[config.mk]
export PLATFORM = sky130hd
export DESIGN_NAME = letter_coded_gluing_decoder_core
export DESIGN_NICKNAME = d
export VERILOG_FILES = /design/src/hw/rtl/lcgd_pkg.sv /design/src/hw/rtl/letter_coded_gluing_decoder_core.sv /design/src/hw/rtl/lcgd_decode.sv /design/src/hw/rtl/lcgd_emit.sv
export SDC_FILE = /design/constraint.sdc
export NUM_CORES = 1
export LEC_CHECK = 0
export ABC_CLOCK_PERIOD_IN_PS = 5000
export BUFFER_PORTS_ARGS = -buffer_cell sky130_fd_sc_hd__buf_2
export CORE_ASPECT_RATIO = 1.25
export CORE_MARGIN = 10
export CORE_UTILIZATION = 62
export DETAILED_ROUTE_END_ITERATION = 16
export PLACE_DENSITY_LB_ADDON = 0.2
export SYNTH_ARGS = -nofsm -noshare
export SYNTH_HDL_FRONTEND = slang
export SYNTH_SLANG_ARGS = --single-unit
[constraint.sdc]
create_clock -name clk -period 5 [get_ports clk]
set_input_delay 0.5 -clock clk [delete_from_list [all_inputs] [get_ports clk]]
set_output_delay 0.5 -clock clk [all_outputs]
set_load 0.005 [all_outputs]
[src/hw/rtl/lcgd_pkg.sv]
// shared types, result codes and the permutation table of the gluing decoder
package lcgd_pkg;

	localparam int unsigned CHAR_W = 8;
	localparam int unsigned CNT_W = 7;
	localparam logic [CHAR_W-1:0] MAX_TETS = 8'd93;
	localparam logic [CHAR_W-1:0] PERM_LAST = 8'd23;

	localparam logic [2:0] KIND_COUNT = 3'd0;
	localparam logic [2:0] KIND_FLAG = 3'd1;
	localparam logic [2:0] KIND_TETIDX = 3'd2;
	localparam logic [2:0] KIND_PERM = 3'd3;
	localparam logic [2:0] KIND_ERROR = 3'd4;

	localparam logic REG_BASE = 1'b0;
	localparam logic REG_MAX = 1'b1;

	// group of results produced by one character; cnt is 0..8
	typedef struct packed {
		logic [2:0] kind;
		logic [7:0] value;
		logic [7:0] pos;
		logic [3:0] cnt;
		logic       last;
	} batch_t;

	function automatic logic [7:0] perm_code(input logic [4:0] idx);
		logic [7:0] r;
		case (idx)
			5'd0: r = 8'd27;
			5'd1: r = 8'd30;
			5'd2: r = 8'd39;
			5'd3: r = 8'd45;
			5'd4: r = 8'd54;
			5'd5: r = 8'd57;
			5'd6: r = 8'd75;
			5'd7: r = 8'd78;
			5'd8: r = 8'd99;
			5'd9: r = 8'd108;
			5'd10: r = 8'd114;
			5'd11: r = 8'd120;
			5'd12: r = 8'd135;
			5'd13: r = 8'd141;
			5'd14: r = 8'd147;
			5'd15: r = 8'd156;
			5'd16: r = 8'd177;
			5'd17: r = 8'd180;
			5'd18: r = 8'd198;
			5'd19: r = 8'd201;
			5'd20: r = 8'd210;
			5'd21: r = 8'd216;
			5'd22: r = 8'd225;
			5'd23: r = 8'd228;
			default: r = 8'd0;
		endcase
		return r;
	endfunction

endpackage

[src/hw/rtl/letter_coded_gluing_decoder_core.sv]
// top level of the letter-coded gluing decoder: input register, registers, output stream
// a character is registered in the input stage, and its group is then loaded into the result register
// throughput: one character per cycle while each yields at most one result and m_tready is high; a nybble
//   pair's second character holds the result register for up to eight results
// the result register takes the next group while its last result is being taken
// reset: asynchronous, active low; header phase, registers to base 97 and max 25
module letter_coded_gluing_decoder_core (
	input  logic        clk,
	input  logic        arst_n,
	// input stream
	input  logic        s_tvalid,
	output logic        s_tready,
	input  logic [7:0]  s_tdata,   // [7:0] char_in
	// result stream
	output logic        m_tvalid,
	input  logic        m_tready,
	output logic [15:0] m_tdata,   // [7:0] value, [15:8] position
	output logic [2:0]  m_tuser,   // [2:0] kind
	output logic        m_tlast,   // last result of a record or error
	// register write port
	input  logic        cfg_we,
	input  logic        cfg_index,
	input  logic [7:0]  cfg_data
);

	// configuration registers
	logic [7:0] base_q;
	logic [6:0] max_q;

	// input register stage
	logic [7:0] char_s1;
	logic       valid_s1;

	logic             take;
	logic             load_ready;
	lcgd_pkg::batch_t batch;
	logic [2:0]       out_kind;
	logic [7:0]       out_value;
	logic [7:0]       out_pos;
	logic [3:0]       cur_cnt;
	logic [2:0]       cur_idx;

	always_ff @(posedge clk or negedge arst_n) begin
		if (!arst_n) begin
			base_q <= 8'd97;
			max_q <= 7'd25;
		end else if (cfg_we) begin
			case (cfg_index)
				lcgd_pkg::REG_BASE: base_q <= cfg_data;
				lcgd_pkg::REG_MAX: max_q <= cfg_data[6:0];
				default: base_q <= base_q;
			endcase
		end
	end

	// the staged character moves on when the result register can take its group
	assign take = valid_s1 && load_ready;
	assign s_tready = !valid_s1 || take;

	always_ff @(posedge clk or negedge arst_n) begin
		if (!arst_n) begin
			valid_s1 <= 1'b0;
		end else if (s_tready) begin
			valid_s1 <= s_tvalid;
		end
	end

	always_ff @(posedge clk) begin
		if (s_tvalid && s_tready) begin
			char_s1 <= s_tdata;
		end
	end

	// section tracking and the results of one character
	lcgd_decode u_decode (
		.clk            (clk),
		.arst_n         (arst_n),
		.take           (take),
		.char_in        (char_s1),
		.base_character (base_q),
		.max_tetrahedra (max_q),
		.batch          (batch)
	);

	// result register, one transaction per cycle while m_tready is high
	lcgd_emit u_emit (
		.clk        (clk),
		.arst_n     (arst_n),
		.load_valid (valid_s1),
		.load_ready (load_ready),
		.batch      (batch),
		.out_valid  (m_tvalid),
		.out_ready  (m_tready),
		.out_kind   (out_kind),
		.out_value  (out_value),
		.out_pos    (out_pos),
		.out_last   (m_tlast),
		.cur_cnt    (cur_cnt),
		.cur_idx    (cur_idx)
	);

	assign m_tdata = {out_pos, out_value};
	assign m_tuser = out_kind;

	// a pending group always has a result left to send
	assert property (@(posedge clk) disable iff (!arst_n)
		m_tvalid |-> ({1'b0, cur_idx} < cur_cnt))
		else $error("result index beyond group size");

	// only permutation and error results close a record
	assert property (@(posedge clk) disable iff (!arst_n)
		(m_tvalid && m_tlast) |->
			(m_tuser == lcgd_pkg::KIND_PERM || m_tuser == lcgd_pkg::KIND_ERROR))
		else $error("last marked on a non-closing result");

	// a flag result carries a single bit
	assert property (@(posedge clk) disable iff (!arst_n)
		(m_tvalid && m_tuser == lcgd_pkg::KIND_FLAG) |-> (m_tdata[7:1] == 7'd0))
		else $error("flag value wider than one bit");

	// a staged character waiting on a full result register keeps it busy
	assert property (@(posedge clk) disable iff (!arst_n)
		(valid_s1 && !take) |-> m_tvalid)
		else $error("input stage stalled with result register empty");

endmodule

[src/hw/rtl/lcgd_decode.sv]
// record parser: section state and per-character result group
module lcgd_decode (
	input  logic                clk,
	input  logic                arst_n,
	input  logic                take,
	input  logic [7:0]          char_in,
	input  logic [7:0]          base_character,
	input  logic [6:0]          max_tetrahedra,
	output lcgd_pkg::batch_t    batch
);

	typedef enum logic [1:0] {
		PH_HEADER,
		PH_NYBBLE,
		PH_TETIDX,
		PH_PERM
	} phase_t;

	phase_t      phase_q, phase_d;
	logic [6:0]  tet_count_q, tet_count_d;
	logic [6:0]  section_q, section_d;
	logic [3:0]  held_q, held_d;
	logic        pending_q, pending_d;
	logic [7:0]  flags_q, flags_d;

	logic [7:0]  c;
	logic [7:0]  byte_val;
	logic [8:0]  remaining;
	logic [3:0]  flag_cnt;
	logic [7:0]  pairs_sum;
	logic [5:0]  pairs;
	logic [6:0]  section_inc;
	logic        sect_done;

	assign c = char_in - base_character;
	assign byte_val = ~({held_q, 4'b0000} + c);
	assign remaining = {1'b0, tet_count_q, 1'b0} - {1'b0, flags_q};
	assign flag_cnt = (remaining > 9'd8) ? 4'd8 : remaining[3:0];
	assign pairs_sum = {1'b0, tet_count_q} + 8'd3;
	assign pairs = pairs_sum[7:2];
	assign section_inc = section_q + 7'd1;
	assign sect_done = (section_q >= tet_count_q);

	always_comb begin
		phase_d = phase_q;
		tet_count_d = tet_count_q;
		section_d = section_q;
		held_d = held_q;
		pending_d = pending_q;
		flags_d = flags_q;
		batch = '0;
		batch.cnt = 4'd1;
		batch.value = c;
		case (phase_q)
			PH_HEADER: begin
				if ((char_in < base_character) || (c > {1'b0, max_tetrahedra}) ||
						(c > lcgd_pkg::MAX_TETS)) begin
					batch.kind = lcgd_pkg::KIND_ERROR;
					batch.last = 1'b1;
				end else begin
					batch.kind = lcgd_pkg::KIND_COUNT;
					tet_count_d = c[6:0];
					section_d = '0;
					pending_d = 1'b0;
					held_d = '0;
					flags_d = '0;
					phase_d = (c == 8'd0) ? PH_TETIDX : PH_NYBBLE;
				end
			end
			PH_NYBBLE: begin
				batch.kind = lcgd_pkg::KIND_FLAG;
				if (!pending_q) begin
					held_d = c[3:0];
					pending_d = 1'b1;
					batch.cnt = 4'd0;
				end else begin
					pending_d = 1'b0;
					batch.value = byte_val;
					batch.pos = flags_q;
					batch.cnt = flag_cnt;
					flags_d = flags_q + {4'b0000, flag_cnt};
					if ({1'b0, section_inc} >= {2'b00, pairs}) begin
						section_d = '0;
						phase_d = PH_TETIDX;
					end else begin
						section_d = section_inc;
					end
				end
			end
			PH_TETIDX: begin
				batch.kind = lcgd_pkg::KIND_TETIDX;
				batch.pos = {1'b0, section_q};
				if (sect_done) begin
					section_d = '0;
					phase_d = PH_PERM;
				end else begin
					section_d = section_inc;
				end
			end
			PH_PERM: begin
				if (c > lcgd_pkg::PERM_LAST) begin
					batch.kind = lcgd_pkg::KIND_ERROR;
					batch.last = 1'b1;
					phase_d = PH_HEADER;
					section_d = '0;
				end else begin
					batch.kind = lcgd_pkg::KIND_PERM;
					batch.value = lcgd_pkg::perm_code(c[4:0]);
					batch.pos = {1'b0, section_q};
					if (sect_done) begin
						batch.last = 1'b1;
						section_d = '0;
						phase_d = PH_HEADER;
					end else begin
						section_d = section_inc;
					end
				end
			end
			default: begin
				phase_d = PH_HEADER;
				batch.cnt = 4'd0;
			end
		endcase
	end

	always_ff @(posedge clk or negedge arst_n) begin
		if (!arst_n) begin
			phase_q <= PH_HEADER;
			tet_count_q <= '0;
			section_q <= '0;
			held_q <= '0;
			pending_q <= 1'b0;
			flags_q <= '0;
		end else if (take) begin
			phase_q <= phase_d;
			tet_count_q <= tet_count_d;
			section_q <= section_d;
			held_q <= held_d;
			pending_q <= pending_d;
			flags_q <= flags_d;
		end
	end

endmodule

[src/hw/rtl/lcgd_emit.sv]
// result register that plays out a group of results one per cycle while out_ready is high
module lcgd_emit (
	input  logic             clk,
	input  logic             arst_n,
	input  logic             load_valid,
	output logic             load_ready,
	input  lcgd_pkg::batch_t batch,
	output logic             out_valid,
	input  logic             out_ready,
	output logic [2:0]       out_kind,
	output logic [7:0]       out_value,
	output logic [7:0]       out_pos,
	output logic             out_last,
	output logic [3:0]       cur_cnt,
	output logic [2:0]       cur_idx
);

	lcgd_pkg::batch_t batch_q;
	logic             busy_q;
	logic [2:0]       idx_q;
	logic             final_one;
	logic             load_fire;
	logic             out_fire;

	assign final_one = ({1'b0, idx_q} == (batch_q.cnt - 4'd1));
	assign out_fire = busy_q && out_ready;
	assign load_ready = !busy_q || (out_ready && final_one);
	assign load_fire = load_valid && load_ready;

	assign out_valid = busy_q;
	assign out_kind = batch_q.kind;
	assign out_value = (batch_q.kind == lcgd_pkg::KIND_FLAG) ?
		{7'b0000000, batch_q.value[idx_q]} : batch_q.value;
	assign out_pos = batch_q.pos + {5'b00000, idx_q};
	assign out_last = batch_q.last && final_one;
	assign cur_cnt = batch_q.cnt;
	assign cur_idx = idx_q;

	always_ff @(posedge clk or negedge arst_n) begin
		if (!arst_n) begin
			busy_q <= 1'b0;
			idx_q <= '0;
		end else if (load_fire) begin
			busy_q <= (batch.cnt != 4'd0);
			idx_q <= '0;
		end else if (out_fire) begin
			if (final_one) begin
				busy_q <= 1'b0;
			end else begin
				idx_q <= idx_q + 3'd1;
			end
		end
	end

	always_ff @(posedge clk) begin
		if (load_fire) begin
			batch_q <= batch;
		end
	end

endmodule
==> results.txt, run 1 <==
Die H: 130 microns
Min Clock Period, post-route: 4.26 ns
CP Max Fanout: 11
RD Place Congestion: 0.941
xor/xnor share of the synthesized area: 0.0475
number of max-cap violations: 0
largest net degree at the start of global routing: 50
PwrDens: 494 nW/um^2
Final period util: 0.853
final setup fails: 0
H-tree Lvls: 3
PortBufs: 43
post-synthesis mux area share: 0.0466
Post-Synthesis Cells: 634
#FFs+latches synth: 81
Final Hold Viols: 0
final wirelength: 14,100 microns
Simple-Gate Fraction of Synth Area: 0.151
WP data required: 5.22 ns
Num CTS Buffers: 9
via count: 4,876
Tot GR Track Use: 0.206
worst slack at placement: 0.809 ns
total gr overflow: 0
Post-synth EDFFs: 32
Slew Viols, Final: 0
Antenna Cells: 0
die area: 14,100 sq um
Site Rows: 40
Fmax: 235 MHz
worst IR drop on VDD: 0.276 mV
postcts setup bufs: 0
post-synth top area share: 0.178
Ys Warns: 0
outcome: finished clean
Synth Area per Inst: 9.52 sq um
WL/cell: 17.6 microns
RSZ-0062 raised after global routing: no
syn nets: 724
vias per inst: 6.07
DR iter-0 viols: 352
worst-margin pin slew: 0.924 ns
Synth cell types: 74
Rel. slew slack: 0.382
Pleak: 0.00292 uW
die width: 108 microns
layout cells sized above 1: 0.152
Clock Latency Late Sink: 0.34 ns
CTS tree: yes
post-cts sizing count: 0
DRC: 0
Setup Skew: 0.00856 ns
initial antenna violation count: 0
Hold Path Class: primary input to asynchronous set/reset pin
complex-gate fraction of the synthesized area: 0.189
fin worst setup slack: 0.737 ns
cell taking the most area after synthesis: dfrtp_1
Clock transition at path regs: 0.06 ns
fraction of registers with async set/reset: 0.605
core area: 9560 sq um
Root Driver: clkbuf_16
largest family of logic cells by synthesized area: compound AO/OA/AOI/OAI gates
largest cells by area after synthesis: dfrtp_1 18%, edfxtp_1 16%, ha_1 13%, nand2_1 3.9%, inv_1 3.7%
Top Ports: 44
setup TNS: 0 ns
drt pass-1 iters: 5
Post-Synth Adder-Cell Area: 0.147
area grow syn2layout: 9.72%
critical path startpoint category: register
Detail Placement HPWL: 11,000 microns
WS Path Type: register to register
Synth Flop Type: dfrtp_1
Detail Route Antenna Nets: 0
crit path DAT: 4.49 ns
sequential cell area fraction in the yosys report: 0.364
Starting Density: 0.632
Synth Cell Area: 6040 sq um
first-pass GRT wire length: 23,100 microns
# nets final: 762
CTS Buffer Depth: 2
number of clock sinks: 81
vias in the first global route: 4,832
cts hold-fix bufs: 0
Worst Setup End Kind: register
## critical path: stages, from the launching register on
cell and delay, ns:
dfstp_2 0.53, ha_1 0.15, inv_1 0.05, fa_1 0.39
a21o_1 0.20, nand4_1 0.09, nand3_1 0.12, xnor2_1 0.25
inv_1 0.21, ha_1 0.35, nand3_1 0.08, o22ai_1 0.11
a31oi_1 0.09, a2111oi_4 0.60, o21ai_2 0.24, or2_2 0.42
a22o_1 0.26
## per-layer routing
metal	GRT usage	routed length [microns]
met2	0.379	7380
met1	0.222	5610
met4	0.0917	396
met5	0	0
met3	0.0390	759
## registers in the layout, summed over array words and instances, names as in the netlist
register / cells
u_emit.batch_q: 17
base_q: 8
char_s1: 8
u_decode.flags_q: 8
max_q: 7
u_decode.section_q: 7
u_decode.tet_count_q: 7
u_decode.held_q: 4
u_emit.cur_cnt: 4
u_emit.cur_idx: 3
u_emit.out_kind: 3
u_decode.phase_q: 2
u_decode.pending_q: 1
u_emit.out_valid: 1
valid_s1: 1
## path summary, 6_finish.rpt
kind                                 endpoint       start  cells after the start  slack [ns]
max in group asynchronous           base_q[3]      arst_n                      2        4.31
min reg2reg                          max_q[5]    max_q[5]                      1        0.52
max reg2reg                u_decode.held_q[1]   base_q[0]                     16        0.74
min in group clk                   char_s1[1]  s_tdata[1]                      1        0.33
max                        u_decode.held_q[1]   base_q[0]                     16        0.74
min                         u_emit.cur_idx[2]      arst_n                      2        0.25
## power breakdown
group          total, uW  internal, uW  switching (uW)
sequential           981           842             139
clock                609           345             263
combinational       1680           690             994
total               3270          1880            1400
## cells by family (layout without fill, tap and decap cells)
| group | count (synthesis) | in the layout |
|---|---|---|
| and+or+nand+nor | 186 | 186 |
| DFF | 81 | 81 |
| buffers and inverters | 83 | 126 |
| AOI/OAI and AO/OA | 164 | 164 |
| xor gates and xnor gates | 31 | 31 |
| muxes | 21 | 21 |
| adders and majority gates | 68 | 68 |
## cells in the mapped netlist (5+ instances only)
| master | instances |
|---|---|
| nand3_1 | 15 |
| a21o_1 | 8 |
| nor2b_1 | 19 |
| o31ai_1 | 9 |
| nor3_1 | 7 |
| nand2b_1 | 10 |
| mux2i_1 | 6 |
| o21ai_0 | 39 |
| mux2_2 | 11 |
| ha_1 | 63 |
| edfxtp_1 | 32 |
| a21oi_1 | 33 |
| or2_2 | 5 |
| xnor2_1 | 23 |
| a22o_1 | 20 |
| dfrtp_1 | 43 |
| clkbuf_1 | 16 |
| inv_1 | 59 |
| xor2_1 | 6 |
| a31oi_1 | 5 |
| fa_1 | 5 |
| o22ai_1 | 11 |
| nor2_1 | 40 |
| nand4_1 | 5 |
| nand2_1 | 62 |
| dfstp_2 | 6 |
## placed cells by master, fill, tap and decap left out, types with 7 or more instances in the layout
cell / instances
nand2_1: 62
edfxtp_1: 32
nand2b_1: 10
a22o_1: 20
a21oi_1: 33
clkbuf_16: 9
ha_1: 63
nor3_1: 7
nand3_1: 15
nor2_1: 40
o22ai_1: 11
o21ai_0: 39
a21o_1: 8
buf_2: 43
mux2_2: 11
xnor2_1: 23
o31ai_1: 9
inv_1: 59
dfrtp_1: 43
nor2b_1: 18
## final cells by class
class,count,area [sq um]
clock buffer,10,239
clock inverter,6,33.8
fill,732,2940
inverter,61,229
multi-input combinational,470,3510
sequential,81,2190
tap,126,158
timing repair buffer,49,260
## per-stage QoR
step / power, uW / hold WS [ns] / utilization / instances / cell area [sq um]
2_1_floorplan: 2210 / 0.204 / - / 634 / 6040
3_3_place_gp: 2590 / 0.497 / 0.664 / 787 / 6350
3_5_place_dp: 2660 / 0.503 / 0.664 / 787 / 6350
4_1_cts: 3270 / 0.282 / 0.693 / 803 / 6620
5_1_grt: 3510 / 0.303 / 0.693 / 803 / 6620
6_report: 3270 / 0.255 / 0.693 / 803 / 6620
No activity file was read; power rests on OpenSTA's default activity.
==> inputs of run 2 (changes only) <==
Settings changed: ABC_AREA set to 1.
==> run 2 against run 1 <==
Against the previous run:
- worst setup slack gained 0.77 ns
- highest routed layer unchanged
- cell area rose by 6.1%
- wire length up 8.6%
- combinational power is 4% lower
- clock power rose by 32%
==> results.txt, run 2 <==
Largest register FFs: 17 (unchanged)
initial antenna violation count: 0 (unchanged)
complex-gate fraction of the synthesized area: 0.115 (was 0.189)
most numerous cell in the Yosys netlist: nand2_1 (was ha_1)
Tot GR Track Use: 0.207 (was 0.206)
die width: 111 microns (was 108 microns)
post-cts sizing count: 0 (unchanged)
Starting Density: 0.633 (was 0.632)
Min Clock Period, post-route: 3.49 ns (was 4.26 ns)
DRC: 0 (unchanged)
total internal power: 1920 uW (was 1880 uW)
NetSw: 1410 uW (was 1400 uW)
fin worst setup slack: 1.51 ns (was 0.737 ns)
Sequential Power Share: 0.275 (was 0.300)
Setup Skew: 0.0101 ns (was 0.00856 ns)
core area: 10,100 sq um (was 9560 sq um)
RSZ-0062 raised after global routing: no (unchanged)
Pleak: 0.00366 uW (was 0.00292 uW)
area grow syn2layout: 10.5% (was 9.72%)
CP Max Fanout: 15 (was 11)
Synth Flop Type: dfrtp_1 (unchanged)
Simple-Gate Fraction of Synth Area: 0.274 (was 0.151)
Top Ports: 44 (unchanged)
switch share: 0.423 (was 0.427)
Ys Warns: 0 (unchanged)
total gr overflow: 0 (unchanged)
Fmax: 287 MHz (was 235 MHz)
via count: 5,644 (was 4,876)
vias in the first global route: 5,624 (was 4,832)
Post-Synth Adder-Cell Area: 0.140 (was 0.147)
Seq. cell area: 2190 sq um (unchanged)
Slowest cell on crit path: dfstp_2 (was a2111oi_4)
post-synthesis mux area share: 0.00157 (was 0.0466)
max incr delay on CP: 0.53 ns (was 0.60 ns)
WL/cell: 15.4 microns (was 17.6 microns)
most common cell after layout, fill and taps aside: nand2_1 (was ha_1)
multi-input logic area: 3540 sq um (was 3510 sq um)
CTS Buffer Depth: 2 (unchanged)
H-tree Lvls: 3 (unchanged)
cell taking the most area after synthesis: dfrtp_1 (unchanged)
worst IR drop on VDD: 0.235 mV (was 0.276 mV)
final setup fails: 0 (unchanged)
Detail Route Antenna Nets: 0 (unchanged)
Clock transition at path regs: 0.06 ns (about the same)
Logic pwr share: 0.483 (was 0.514)
CP bufs+invs: 3 (was 2)
xor/xnor share of the synthesized area: 0.0262 (was 0.0475)
Hold Path Class: primary input to asynchronous set/reset pin (unchanged)
crit path cell chain: ha_1 > inv_1 > fa_1 > or2_1 > nand2_1 > inv_1 > ha_1 > nand2_1 > inv_1 > nand2_1 > nand2_1 > nand2_1 > nand2_1 > nand2_1 > nand2_1 > nand2_1 > nand3_4 > nand2_4 > nand2_8 > nor2_2 > nand2_1 > nand2_1 > o21ai_1 (was ha_1 > inv_1 > fa_1 > a21o_1 > nand4_1 > nand3_1 > xnor2_1 > inv_1 > ha_1 > nand3_1 > o22ai_1 > a31oi_1 > a2111oi_4 > o21ai_2 > or2_2 > a22o_1)
largest family of logic cells by synthesized area: simple AND/OR/NAND/NOR gates (was compound AO/OA/AOI/OAI gates)
PwrDens: 475 nW/um^2 (was 494 nW/um^2)
Final period util: 0.698 (was 0.853)
setup TNS: 0 ns (unchanged)
postcts setup bufs: 0 (unchanged)
first-pass GRT wire length: 25,700 microns (was 23,100 microns)
critical path startpoint category: register (unchanged)
most flop-heavy register: u_emit.batch_q (unchanged)
cell mode on critical path: nand2_1
Antenna Cells: 0 (unchanged)
final wirelength: 15,400 microns (was 14,100 microns)
drt pass-1 iters: 13 (was 5)
Die H: 133 microns (was 130 microns)
outcome: finished clean (unchanged)
top cells by count, synth: 218 x nand2_1, 138 x inv_1, 63 x ha_1 (was 63 x ha_1, 62 x nand2_1, 59 x inv_1)
sequential cell area fraction in the yosys report: 0.345 (was 0.364)
fin area: 7030 sq um (was 6620 sq um)
Fillers: 813 (was 732)
Slew Viols, Final: 0 (unchanged)
#FFs+latches synth: 81 (unchanged)
die area: 14,700 sq um (was 14,100 sq um)
syn nets: 909 (was 724)
WP data required: 5.21 ns (was 5.22 ns)
worst-margin pin slew: 0.700 ns (was 0.924 ns)
Worst Setup End Kind: register (unchanged)
commonest cells after routing, fill and taps aside: 218 x nand2_1, 138 x inv_1, 63 x ha_1, 47 x nor2_1, 47 x o21ai_0 (was 63 x ha_1, 62 x nand2_1, 59 x inv_1, 43 x dfrtp_1, 43 x buf_2)
Placement Cell Area: 6670 sq um (was 6350 sq um)
Final Hold Viols: 0 (unchanged)
Synth Cell Area: 6360 sq um (was 6040 sq um)
Design Power: 3330 uW (was 3270 uW)
CTS tree: yes (unchanged)
DR iter-0 viols: 442 (was 352)
# nets final: 952 (was 762)
Num CTS Buffers: 9 (unchanged)
number of clock sinks: 81 (unchanged)
Root Driver: clkbuf_16 (unchanged)
Clock Latency Late Sink: 0.34 ns (about the same)
number of max-cap violations: 0 (unchanged)
Synth Area per Inst: 7.77 sq um (was 9.52 sq um)
fraction of registers with async set/reset: 0.605 (unchanged)
PortBufs: 43 (unchanged)
Detail Placement HPWL: 12,000 microns (was 11,000 microns)
worst slack at placement: 1.54 ns (was 0.809 ns)
vias per inst: 5.67 (was 6.07)
post-synth top area share: 0.169 (was 0.178)
RD Place Congestion: 0.910 (was 0.941)
Post-Synthesis Cells: 819 (was 634)
Site Rows: 41 (was 40)
cts hold-fix bufs: 0 (unchanged)
Synth cell types: 50 (was 74)
WS Path Type: register to register (unchanged)
largest cells by area after synthesis: dfrtp_1 17%, edfxtp_1 15%, nand2_1 13%, ha_1 12%, inv_1 8.1% (was dfrtp_1 18%, edfxtp_1 16%, ha_1 13%, nand2_1 3.9%, inv_1 3.7%)
largest net degree at the start of global routing: 50 (unchanged)
Rel. slew slack: 0.531 (was 0.382)
clock power share: 0.242 (was 0.186)
CP top delay family: simple AND/OR/NAND/NOR gates (was compound AO/OA/AOI/OAI gates)
crit path DAT: 3.70 ns (was 4.49 ns)
layout cells sized above 1: 0.131 (was 0.152)
Post-synth EDFFs: 32 (unchanged)
## run 2: worst paths after layout
| path | start | endpoint | slack (ns) | cells past startpoint |
|---|---|---|---|---|
| setup / recovery | base_q[0] | u_decode.held_q[0] | 1.51 | 23 |
| hold reg to reg | max_q[5] | max_q[5] | 0.49 | 2 |
| hold / removal | arst_n | u_emit.cur_idx[2] | 0.26 | 2 |
| max in group asynchronous | arst_n | base_q[3] | 4.28 | 2 |
| setup reg to reg | base_q[0] | u_decode.held_q[0] | 1.51 | 23 |
| min in group clk | s_tdata[0] | char_s1[0] | 0.33 | 1 |
## run 2: per-layer routing
layer / track usage / wire length (microns)
met1: 0.223 / 5890
met2: 0.381 / 8020
met3: 0.0382 / 893
met4: 0.0971 / 549
met5: 0 / 0
## run 2: stage by stage
step / hold WS (ns) / util / instances
after floorplan: 0.204 / - / 819
after global routing: 0.318 / 0.699 / 996
after CTS: 0.287 / 0.699 / 996
after global placement: 0.470 / 0.663 / 980
after detailed placement: 0.474 / 0.663 / 980
final: 0.258 / 0.699 / 996
## run 2: final cells by class
class,count,share of cell area
Multi-Input combinational cell,581,0.504
Tap cell,129,0.0230
Clock inverter,5,0.0183
Timing Repair Buffer,44,0.0317
Sequential cell,81,0.312
Inverter,145,0.0778
Clock buffer,11,0.0331
## run 2: cells by family (layout without fill, tap and decap cells)
group,after synthesis,count (layout)
buf+inv,157,205
mux,1,1
compound gates,124,124
fa+ha+maj,68,68
simple gates,369,369
flops,81,81
xor+xnor,19,19
## run 2: power groups by stage
stage / clock, uW / sequential (uW) / combinational, uW
2_1_floorplan: 0 / 892 / 1230
3_3_place_gp: 0 / 921 / 1510
3_5_place_dp: 0 / 927 / 1580
4_1_cts: 812 / 915 / 1600
5_1_grt: 842 / 932 / 1830
6_report: 805 / 917 / 1610
